==> src/hw/rtl/assert_macros.svh <==
// Assertion helpers shared by cws_queue and cws_back.
`ifndef ASSERT_MACROS_SVH
`define ASSERT_MACROS_SVH

// Condition must hold at every clock edge outside reset.
`define ASSERT_ALWAYS(lbl, clk, rst, cond) \
   lbl: assert property (@(posedge clk) disable iff (rst) (cond)) \
      else $error("assertion failed");

// Antecedent implies consequent in the same cycle.
`define ASSERT_IMPLY(lbl, clk, rst, ante, cons) \
   lbl: assert property (@(posedge clk) disable iff (rst) (ante) |-> (cons)) \
      else $error("assertion failed");

// Antecedent implies consequent in the next cycle.
`define ASSERT_NEXT(lbl, clk, rst, ante, cons) \
   lbl: assert property (@(posedge clk) disable iff (rst) (ante) |=> (cons)) \
      else $error("assertion failed");

`endif

==> src/hw/rtl/cws_pkg.sv <==
package cws_pkg;

   localparam int unsigned NUM_SECT = 5;
   localparam logic [8:0] LINE_END = 9'd256;

   typedef struct packed {
      logic [8:0] x_end;
      logic       w1;
      logic       w2;
   } section_type;

   typedef struct packed {
      section_type [NUM_SECT-1:0] sect;
      logic [NUM_SECT-1:0]        keep;
   } job_type;

   typedef struct packed {
      logic valid;
      logic pop;
   } qctl_type;

endpackage

==> src/hw/rtl/cws_front.sv <==
module cws_front (
   input  logic [7:0]       win1_left,
   input  logic [7:0]       win1_right,
   input  logic [7:0]       win2_left,
   input  logic [7:0]       win2_right,
   output cws_pkg::job_type job
);

   function automatic cws_pkg::section_type mk(input logic [8:0] x, input logic a,
                                               input logic b);
      cws_pkg::section_type s;
      s.x_end = x;
      s.w1    = a;
      s.w2    = b;
      return s;
   endfunction

   logic [8:0] l1, r1, l2, r2;
   logic       e1, e2;
   cws_pkg::section_type [cws_pkg::NUM_SECT-1:0] sect;

   assign l1 = {1'b0, win1_left};
   assign l2 = {1'b0, win2_left};
   assign r1 = {1'b0, win1_right} + 9'd1;
   assign r2 = {1'b0, win2_right} + 9'd1;
   assign e1 = win1_left <= win1_right;
   assign e2 = win2_left <= win2_right;

   always_comb begin
      sect[0] = mk(9'd0, 1'b0, 1'b0);
      sect[1] = mk(9'd0, 1'b0, 1'b0);
      sect[2] = mk(9'd0, 1'b0, 1'b0);
      sect[3] = mk(9'd0, 1'b0, 1'b0);
      sect[4] = mk(cws_pkg::LINE_END, 1'b0, 1'b0);
      if (e1 && e2) begin
         if (l1 < l2) begin
            if (r1 < l2) begin
               sect[0] = mk(l1, 1'b0, 1'b0);
               sect[1] = mk(r1, 1'b1, 1'b0);
               sect[2] = mk(l2, 1'b0, 1'b0);
               sect[3] = mk(r2, 1'b0, 1'b1);
            end else if (r1 < r2) begin
               sect[0] = mk(l1, 1'b0, 1'b0);
               sect[1] = mk(l2, 1'b1, 1'b0);
               sect[2] = mk(r1, 1'b1, 1'b1);
               sect[3] = mk(r2, 1'b0, 1'b1);
            end else begin
               sect[0] = mk(l1, 1'b0, 1'b0);
               sect[1] = mk(l2, 1'b1, 1'b0);
               sect[2] = mk(r2, 1'b1, 1'b1);
               sect[3] = mk(r1, 1'b1, 1'b0);
            end
         end else if (l1 < r2) begin
            if (r1 < r2) begin
               sect[0] = mk(l2, 1'b0, 1'b0);
               sect[1] = mk(l1, 1'b0, 1'b1);
               sect[2] = mk(r1, 1'b1, 1'b1);
               sect[3] = mk(r2, 1'b0, 1'b1);
            end else begin
               sect[0] = mk(l2, 1'b0, 1'b0);
               sect[1] = mk(l1, 1'b0, 1'b1);
               sect[2] = mk(r2, 1'b1, 1'b1);
               sect[3] = mk(r1, 1'b1, 1'b0);
            end
         end else begin
            sect[0] = mk(l2, 1'b0, 1'b0);
            sect[1] = mk(r2, 1'b0, 1'b1);
            sect[2] = mk(l1, 1'b0, 1'b0);
            sect[3] = mk(r1, 1'b1, 1'b0);
         end
      end else if (e1) begin
         sect[2] = mk(l1, 1'b0, 1'b0);
         sect[3] = mk(r1, 1'b1, 1'b0);
      end else if (e2) begin
         sect[2] = mk(l2, 1'b0, 1'b0);
         sect[3] = mk(r2, 1'b0, 1'b1);
      end
   end

   always_comb begin
      job.sect    = sect;
      job.keep[0] = sect[0].x_end != 9'd0;
      for (int i = 1; i < cws_pkg::NUM_SECT; i++) begin
         job.keep[i] = (sect[i].x_end != 9'd0) && (sect[i].x_end != sect[i-1].x_end);
      end
   end

endmodule

==> src/hw/rtl/cws_queue.sv <==
`include "assert_macros.svh"

module cws_queue #(
   parameter int unsigned DEPTH = 2
) (
   input  logic             clock,
   input  logic             reset,
   input  logic             push,
   input  cws_pkg::job_type wr_job,
   output logic             full,
   output cws_pkg::job_type rd_job,
   output logic             rd_valid,
   input  logic             pop
);

   localparam int unsigned PTR_W = (DEPTH > 1) ? $clog2(DEPTH) : 1;
   localparam int unsigned CNT_W = $clog2(DEPTH + 1);
   localparam logic [PTR_W-1:0] PTR_LAST = PTR_W'(DEPTH - 1);
   localparam logic [CNT_W-1:0] CNT_FULL = CNT_W'(DEPTH);

   cws_pkg::job_type mem_ff [DEPTH];
   logic [PTR_W-1:0] wr_ptr_ff, wr_ptr_in, rd_ptr_ff, rd_ptr_in;
   logic [CNT_W-1:0] count_ff, count_in;
   logic             do_push, do_pop;

   assign full     = count_ff == CNT_FULL;
   assign rd_valid = count_ff != '0;
   assign rd_job   = mem_ff[rd_ptr_ff];
   assign do_push  = push && !full;
   assign do_pop   = pop && rd_valid;

   always_comb begin
      wr_ptr_in = wr_ptr_ff;
      rd_ptr_in = rd_ptr_ff;
      count_in  = count_ff;
      if (do_push) begin
         wr_ptr_in = (wr_ptr_ff == PTR_LAST) ? '0 : wr_ptr_ff + PTR_W'(1);
      end
      if (do_pop) begin
         rd_ptr_in = (rd_ptr_ff == PTR_LAST) ? '0 : rd_ptr_ff + PTR_W'(1);
      end
      if (do_push && !do_pop) begin
         count_in = count_ff + CNT_W'(1);
      end else if (do_pop && !do_push) begin
         count_in = count_ff - CNT_W'(1);
      end
   end

   always_ff @(posedge clock) begin
      if (reset) begin
         wr_ptr_ff <= '0;
         rd_ptr_ff <= '0;
         count_ff  <= '0;
      end else begin
         wr_ptr_ff <= wr_ptr_in;
         rd_ptr_ff <= rd_ptr_in;
         count_ff  <= count_in;
      end
   end

   always_ff @(posedge clock) begin
      if (do_push) begin
         mem_ff[wr_ptr_ff] <= wr_job;
      end
   end

   `ASSERT_ALWAYS(a_count_bound, clock, reset, count_ff <= CNT_FULL)
   `ASSERT_IMPLY(a_ptr_match, clock, reset, count_ff == '0 || count_ff == CNT_FULL,
                 wr_ptr_ff == rd_ptr_ff)

endmodule

==> src/hw/rtl/cws_back.sv <==
`include "assert_macros.svh"

module cws_back (
   input  logic              clock,
   input  logic              reset,
   input  cws_pkg::job_type  head,
   input  logic              head_valid,
   output cws_pkg::qctl_type qctl,
   output logic              rsp_valid,
   input  logic              rsp_stall,
   output logic [8:0]        rsp_section_end,
   output logic              rsp_in_win1,
   output logic              rsp_in_win2,
   output logic              rsp_in_exactly_one,
   output logic              rsp_last
);

   logic [cws_pkg::NUM_SECT-1:0] sent_ff, sent_in, pending, pick, rest;
   logic                         load, pop;
   cws_pkg::section_type         sel;
   logic                         valid_ff, valid_in;
   logic [8:0]                   end_ff;
   logic                         w1_ff, w2_ff, last_ff;

   assign pending = head.keep & ~sent_ff;
   assign pick    = pending & (~pending + cws_pkg::NUM_SECT'(1));
   assign rest    = pending & ~pick;
   assign load    = head_valid && (!valid_ff || !rsp_stall);
   assign pop     = load && (rest == '0);

   assign qctl.valid = head_valid;
   assign qctl.pop   = pop;

   always_comb begin
      sel = '0;
      for (int i = 0; i < cws_pkg::NUM_SECT; i++) begin
         if (pick[i]) begin
            sel = sel | head.sect[i];
         end
      end
   end

   always_comb begin
      sent_in  = sent_ff;
      valid_in = valid_ff && rsp_stall;
      if (load) begin
         sent_in  = pop ? '0 : (sent_ff | pick);
         valid_in = 1'b1;
      end
   end

   always_ff @(posedge clock) begin
      if (reset) begin
         sent_ff  <= '0;
         valid_ff <= 1'b0;
      end else begin
         sent_ff  <= sent_in;
         valid_ff <= valid_in;
      end
   end

   always_ff @(posedge clock) begin
      if (load) begin
         end_ff  <= sel.x_end;
         w1_ff   <= sel.w1;
         w2_ff   <= sel.w2;
         last_ff <= sel.x_end == cws_pkg::LINE_END;
      end
   end

   assign rsp_valid          = valid_ff;
   assign rsp_section_end    = end_ff;
   assign rsp_in_win1        = w1_ff;
   assign rsp_in_win2        = w2_ff;
   assign rsp_in_exactly_one = w1_ff ^ w2_ff;
   assign rsp_last           = last_ff;

   `ASSERT_IMPLY(a_head_has_work, clock, reset, head_valid, pending != '0)
   `ASSERT_ALWAYS(a_sent_subset, clock, reset, !head_valid || ((sent_ff & ~head.keep) == '0))
   `ASSERT_IMPLY(a_pop_single, clock, reset, pop, $onehot(pending))
   `ASSERT_NEXT(a_pop_clears, clock, reset, pop, sent_ff == '0)

endmodule

==> src/hw/rtl/clip_window_sectioner_top.sv <==
// Clip window sectioner.
// Request channel: req_valid / req_stall with the inclusive left and right
// edges of two windows on a 256-pixel line. A window with left > right is
// empty. A request is taken when req_valid is high and req_stall is low.
// Response channel: rsp_valid / rsp_stall, one section per response, in
// order of x: exclusive end, window one and two marks, exactly-one mark and
// last, which is set on the final section ending at 256.
// Each request gives one to five responses, one per cycle from a response
// register while rsp_stall is low; the number of responses is set by the
// number of distinct nonzero section ends.
// A taken request passes through the queue into the response register.
// Requests are classified on entry and wait in a QUEUE_DEPTH-entry queue,
// so new requests are taken while earlier ones are still being emitted;
// req_stall rises only when the queue is full.
// While rsp_stall is high the response register holds its section and the
// emitter waits; the queue keeps filling until full.
// Reset (synchronous, active high) empties the queue and drops any pending
// response.
module clip_window_sectioner_top #(
   parameter int unsigned QUEUE_DEPTH = 2
) (
   input  logic       clock,
   input  logic       reset,
   input  logic       req_valid,
   output logic       req_stall,
   input  logic [7:0] req_win1_left,
   input  logic [7:0] req_win1_right,
   input  logic [7:0] req_win2_left,
   input  logic [7:0] req_win2_right,
   output logic       rsp_valid,
   input  logic       rsp_stall,
   output logic [8:0] rsp_section_end,
   output logic       rsp_in_win1,
   output logic       rsp_in_win2,
   output logic       rsp_in_exactly_one,
   output logic       rsp_last
);

   cws_pkg::job_type  new_job, head_job;
   cws_pkg::qctl_type qctl;
   logic              q_full, head_valid;

   cws_front u_front (
      .win1_left  (req_win1_left),
      .win1_right (req_win1_right),
      .win2_left  (req_win2_left),
      .win2_right (req_win2_right),
      .job        (new_job)
   );

   cws_queue #(
      .DEPTH (QUEUE_DEPTH)
   ) u_queue (
      .clock    (clock),
      .reset    (reset),
      .push     (req_valid),
      .wr_job   (new_job),
      .full     (q_full),
      .rd_job   (head_job),
      .rd_valid (head_valid),
      .pop      (qctl.pop)
   );

   cws_back u_back (
      .clock              (clock),
      .reset              (reset),
      .head               (head_job),
      .head_valid         (head_valid),
      .qctl               (qctl),
      .rsp_valid          (rsp_valid),
      .rsp_stall          (rsp_stall),
      .rsp_section_end    (rsp_section_end),
      .rsp_in_win1        (rsp_in_win1),
      .rsp_in_win2        (rsp_in_win2),
      .rsp_in_exactly_one (rsp_in_exactly_one),
      .rsp_last           (rsp_last)
   );

   assign req_stall = q_full;

endmodule
==> config.mk <==
export PLATFORM = sky130hd
export DESIGN_NAME = clip_window_sectioner_top
export DESIGN_NICKNAME = d
export VERILOG_FILES = /design/src/hw/rtl/cws_pkg.sv /design/src/hw/rtl/cws_front.sv /design/src/hw/rtl/cws_queue.sv /design/src/hw/rtl/cws_back.sv /design/src/hw/rtl/clip_window_sectioner_top.sv
export VERILOG_INCLUDE_DIRS = /design/src /design/src/hw/rtl
export SDC_FILE = /design/constraint.sdc
export NUM_CORES = 1
export LEC_CHECK = 0
export BUFFER_PORTS_ARGS = -buffer_cell sky130_fd_sc_hd__buf_2
export CAP_MARGIN = 0
export CORE_MARGIN = 1
export CORE_UTILIZATION = 30
export CTS_CLUSTER_SIZE = 40
export DETAILED_ROUTE_END_ITERATION = 10
export PLACE_DENSITY_LB_ADDON = 0.2
export SETUP_SLACK_MARGIN = 0.02
export SYNTH_ARGS = -nofsm -noshare
export SYNTH_HDL_FRONTEND = slang
export SYNTH_SLANG_ARGS = --single-unit
==> constraint.sdc <==
create_clock -name clock -period 3.82 [get_ports clock]
set_clock_uncertainty 0.2 [all_clocks]
set_input_delay 0.191 -clock clock [delete_from_list [all_inputs] [get_ports clock]]
set_output_delay 0.191 -clock clock [all_outputs]
set_load 0.005 [all_outputs]
==> run metrics <==
status=completed; HPWL after detailed placement=17200 um; CTS Sinks=113; Slowest cell on crit path=or4_4; 1st-iter DRT viols=419; clk root buf=clkbuf_16; cts bufs inserted=17; total gr overflow=0; initial antenna violation count=0; post-route cell area=10200 um^2; combinational power share=37.7%; worst hold slack=25.0 ps; final hold vios=0; DRT antenna net count=0; row count=56; Post-synth EDFFs=102; worst skew pair latency=410 ps; max-slew violations=0; via count=6354; Post-Syn Instances=721; antenna cell count=0; Worst slew margin=55.5%; drt drc=0; gr usage total=18.8%; Pwr Total=0.00507 W; dpl cell area=9040 um^2; H-tree depth reported by CTS=4; maximum clock path buffer count=2; Finish-stage setup viols=0; Seq cells post-synth=113; register area share after synthesis=45.4%; first-pass GRT wire length=34700 um; vias per cell=5.00; Tmin final=3790 ps; worst path arrival time=3740 ps; Worst Path Required=3770 ps; final period utilization=99.2%; Syn-to-layout area delta=41.3%; largest net degree at the start of global routing=46; Post-Route WL=22400 um; Buffers on Ports=50; DR pass1 iterations=5; synth unique cells=79; initial cell density of the core=30.7%; Crit. End Element=register; layout cells sized above 1=36.1%; Max Cap Viol=0; Switching Power=0.00163 W; Achievable Freq=264 MHz; clk slew on worst S/H paths=50 ps; synthesized area=7220 um^2; Hold Path Class=input pin to register; Die Ht=157 um; Sw Ratio=32.1%; Die ar.=24700 um^2; TritonCTS clock tree=done; ys async rst share=0%; Buffers & Inverters on Critical Path=6; WS Path Type=input pin to register; die outline width=157 um; Worst Setup Start Kind=input pin; Clock power frac=29.3%; sequential power share=33.0%; vias in the first global route=6058; P per Cell Area=497 nW/um^2; unrepaired setup endpoints after global routing=true; Max VDD drop=0.258 mV; # IOs=51; Slew @ Worst Pin=666 ps; Top FF cell, synth=edfxtp_1; Yosys warnings=0; routability cong.=0.914; Cell Count, Final, Fillers Out=1271; Core Util, Final=43.4%; Synth Area per Inst=10.0 um^2; Leakage=4.24 nW; Critical Path, Cell by Cell=buf_8 > nand2_4 > or4_4 > xnor2_4 > inv_2 > ha_4 > a311oi_2 > o41ai_2 > buf_4 > a311oi_4 > buf_4 > clkbuf_16 > buf_6 > o21bai_4 > nand2_4 > a221o_2 > xnor2_2 > nor4_2 > o2111ai_1 > o21a_1; Inst Count DP=1219; CP peak stage delay=560 ps; Core Region=23500 um^2; nets=1017; CP max FO=6; internal power=0.00344 W; Crit path max-delay family=compound AO/OA/AOI/OAI gates; WL per Instance=17.7 um
-- cells in the mapped netlist (all sizes together), types with 3 or more instances --
library cell,instances,share of area [%]
a211oi,5,0.66
a21boi,4,0.47
a21o,12,1.2
a21oi,52,3.7
a221oi,10,1.4
a22oi,33,3.9
a311oi,3,0.69
a31oi,6,0.52
a32o,4,0.55
a32oi,3,0.36
and2,3,0.26
buf,5,0.42
clkbuf,23,1.2
dfxtp,11,3.0
edfxtp,102,42
ha,42,7.3
inv,61,3.2
mux2,10,1.6
mux2i,13,1.8
nand2,65,3.4
nand2b,3,0.26
nand3,23,1.7
nand4,7,0.69
nor2,57,3.0
nor3,12,0.83
nor4,9,0.78
o211ai,5,0.52
o21a,12,1.2
o21ai,38,2.7
o22a,3,0.36
o22ai,5,0.43
or2,9,0.78
or3,3,0.33
xnor2,24,3.0
xor2,13,1.6
-- power by group through the flow --
stage / Sequential (W) / Clock [W] / Combinational, W
after CTS: 0.00167 / 0.00151 / 0.00176
after global routing: 0.00169 / 0.00158 / 0.00209
final: 0.00167 / 0.00149 / 0.00191
after global placement: 0.00170 / 0 / 0.00171
after detailed placement: 0.00170 / 0 / 0.00172
after floorplan: 0.00170 / 0 / 0.000961
-- placed cells by master (no fill, tap or decap), types with 12 or more instances in the layout --
master and n:
buf_4 161, edfxtp_1 102, nand2_1 63, inv_1 54
nor2_1 52, buf_2 49, a21oi_1 45, ha_1 35
o21ai_0 32, a22oi_1 27, nand3_1 21, clkbuf_16 19
xnor2_1 17, mux2i_1 12, a21o_1 12, o21a_1 12
-- final timing paths --
path,start,endpoint,slack [ps],cells past startpoint
max,req_win2_right[1],u_queue.mem_ff[1][3],30,20
min,req_valid,u_queue.wr_ptr_ff,30,4
max reg2reg,register,u_queue.count_ff[1],660,12
min reg2reg,u_back.sent_ff[4],u_back.sent_ff[4],260,2
-- final cells by class --
type	count	area, um^2
fill	2296	13300
multi-input combinational	520	4040
sequential	113	3280
timing repair buffer	226	1690
clock buffer	24	493
tap	319	399
inverter	61	231
clock inverter	8	75.1
-- routing by layer --
metal,global-route usage (%),vias to the layer above,routed length (um)
met2,30.7,169,10300
met5,0,-,0
met3,2.95,32,837
met4,5.69,0,469
met1,25.6,3007,10800
li1,-,3146,-
-- state kept, by name (all words and copies together) (netlist names), named ones only --
| register | cells |
|---|---|
| u_back.rsp_valid | 1 |
| u_back.sent_ff | 5 |
| u_queue.rd_ptr_ff | 1 |
| u_back.rsp_last | 1 |
| u_back.rsp_section_end | 9 |
| u_queue.mem_ff | 90 |
| u_back.rsp_in_win1 | 1 |
| u_queue.wr_ptr_ff | 1 |
| u_back.rsp_in_win2 | 1 |
| u_queue.count_ff | 2 |
-- tightest hold or removal path, stage by stage --
cell	delay [ps]
buf_2	80
nand2_1	110
xor2_1	150
nor2_1	50
-- through the flow --
stage          setup slack, ps  setup TNS (ps)
4_1_cts                   37.2               0
5_1_grt                  -66.0            -212
3_3_place_gp              -675           -8460
2_1_floorplan             20.5               0
3_5_place_dp              -648           -6920
6_report                  30.1               0
-- logic make-up after synthesis --
family / count (synthesis) / share of synthesized area [%]
multiplexers: 23 / 3.36
other: 1 / 0.0519
buffers and inverters: 89 / 4.78
adder cells (fa/ha/maj): 44 / 7.55
AND/OR/NAND/NOR: 197 / 12.6
AO/OA/AOI/OAI: 217 / 21.6
XOR/XNOR: 37 / 4.59
flip-flops: 113 / 45.4
-- timing repair --
| action | in CTS | in global routing |
|---|---|---|
| resized for setup | 11 | 64 |
| hold buffers | 2 | 0 |
| buffers inserted | 2 | 14 |
| gates cloned | 0 | 2 |
| endpoints found under the hold margin | 6 | 0 |
| pin swaps | 11 | 31 |
| setup endpoints to repair | 8 | 8 |
(Power assumes the default switching activity.)
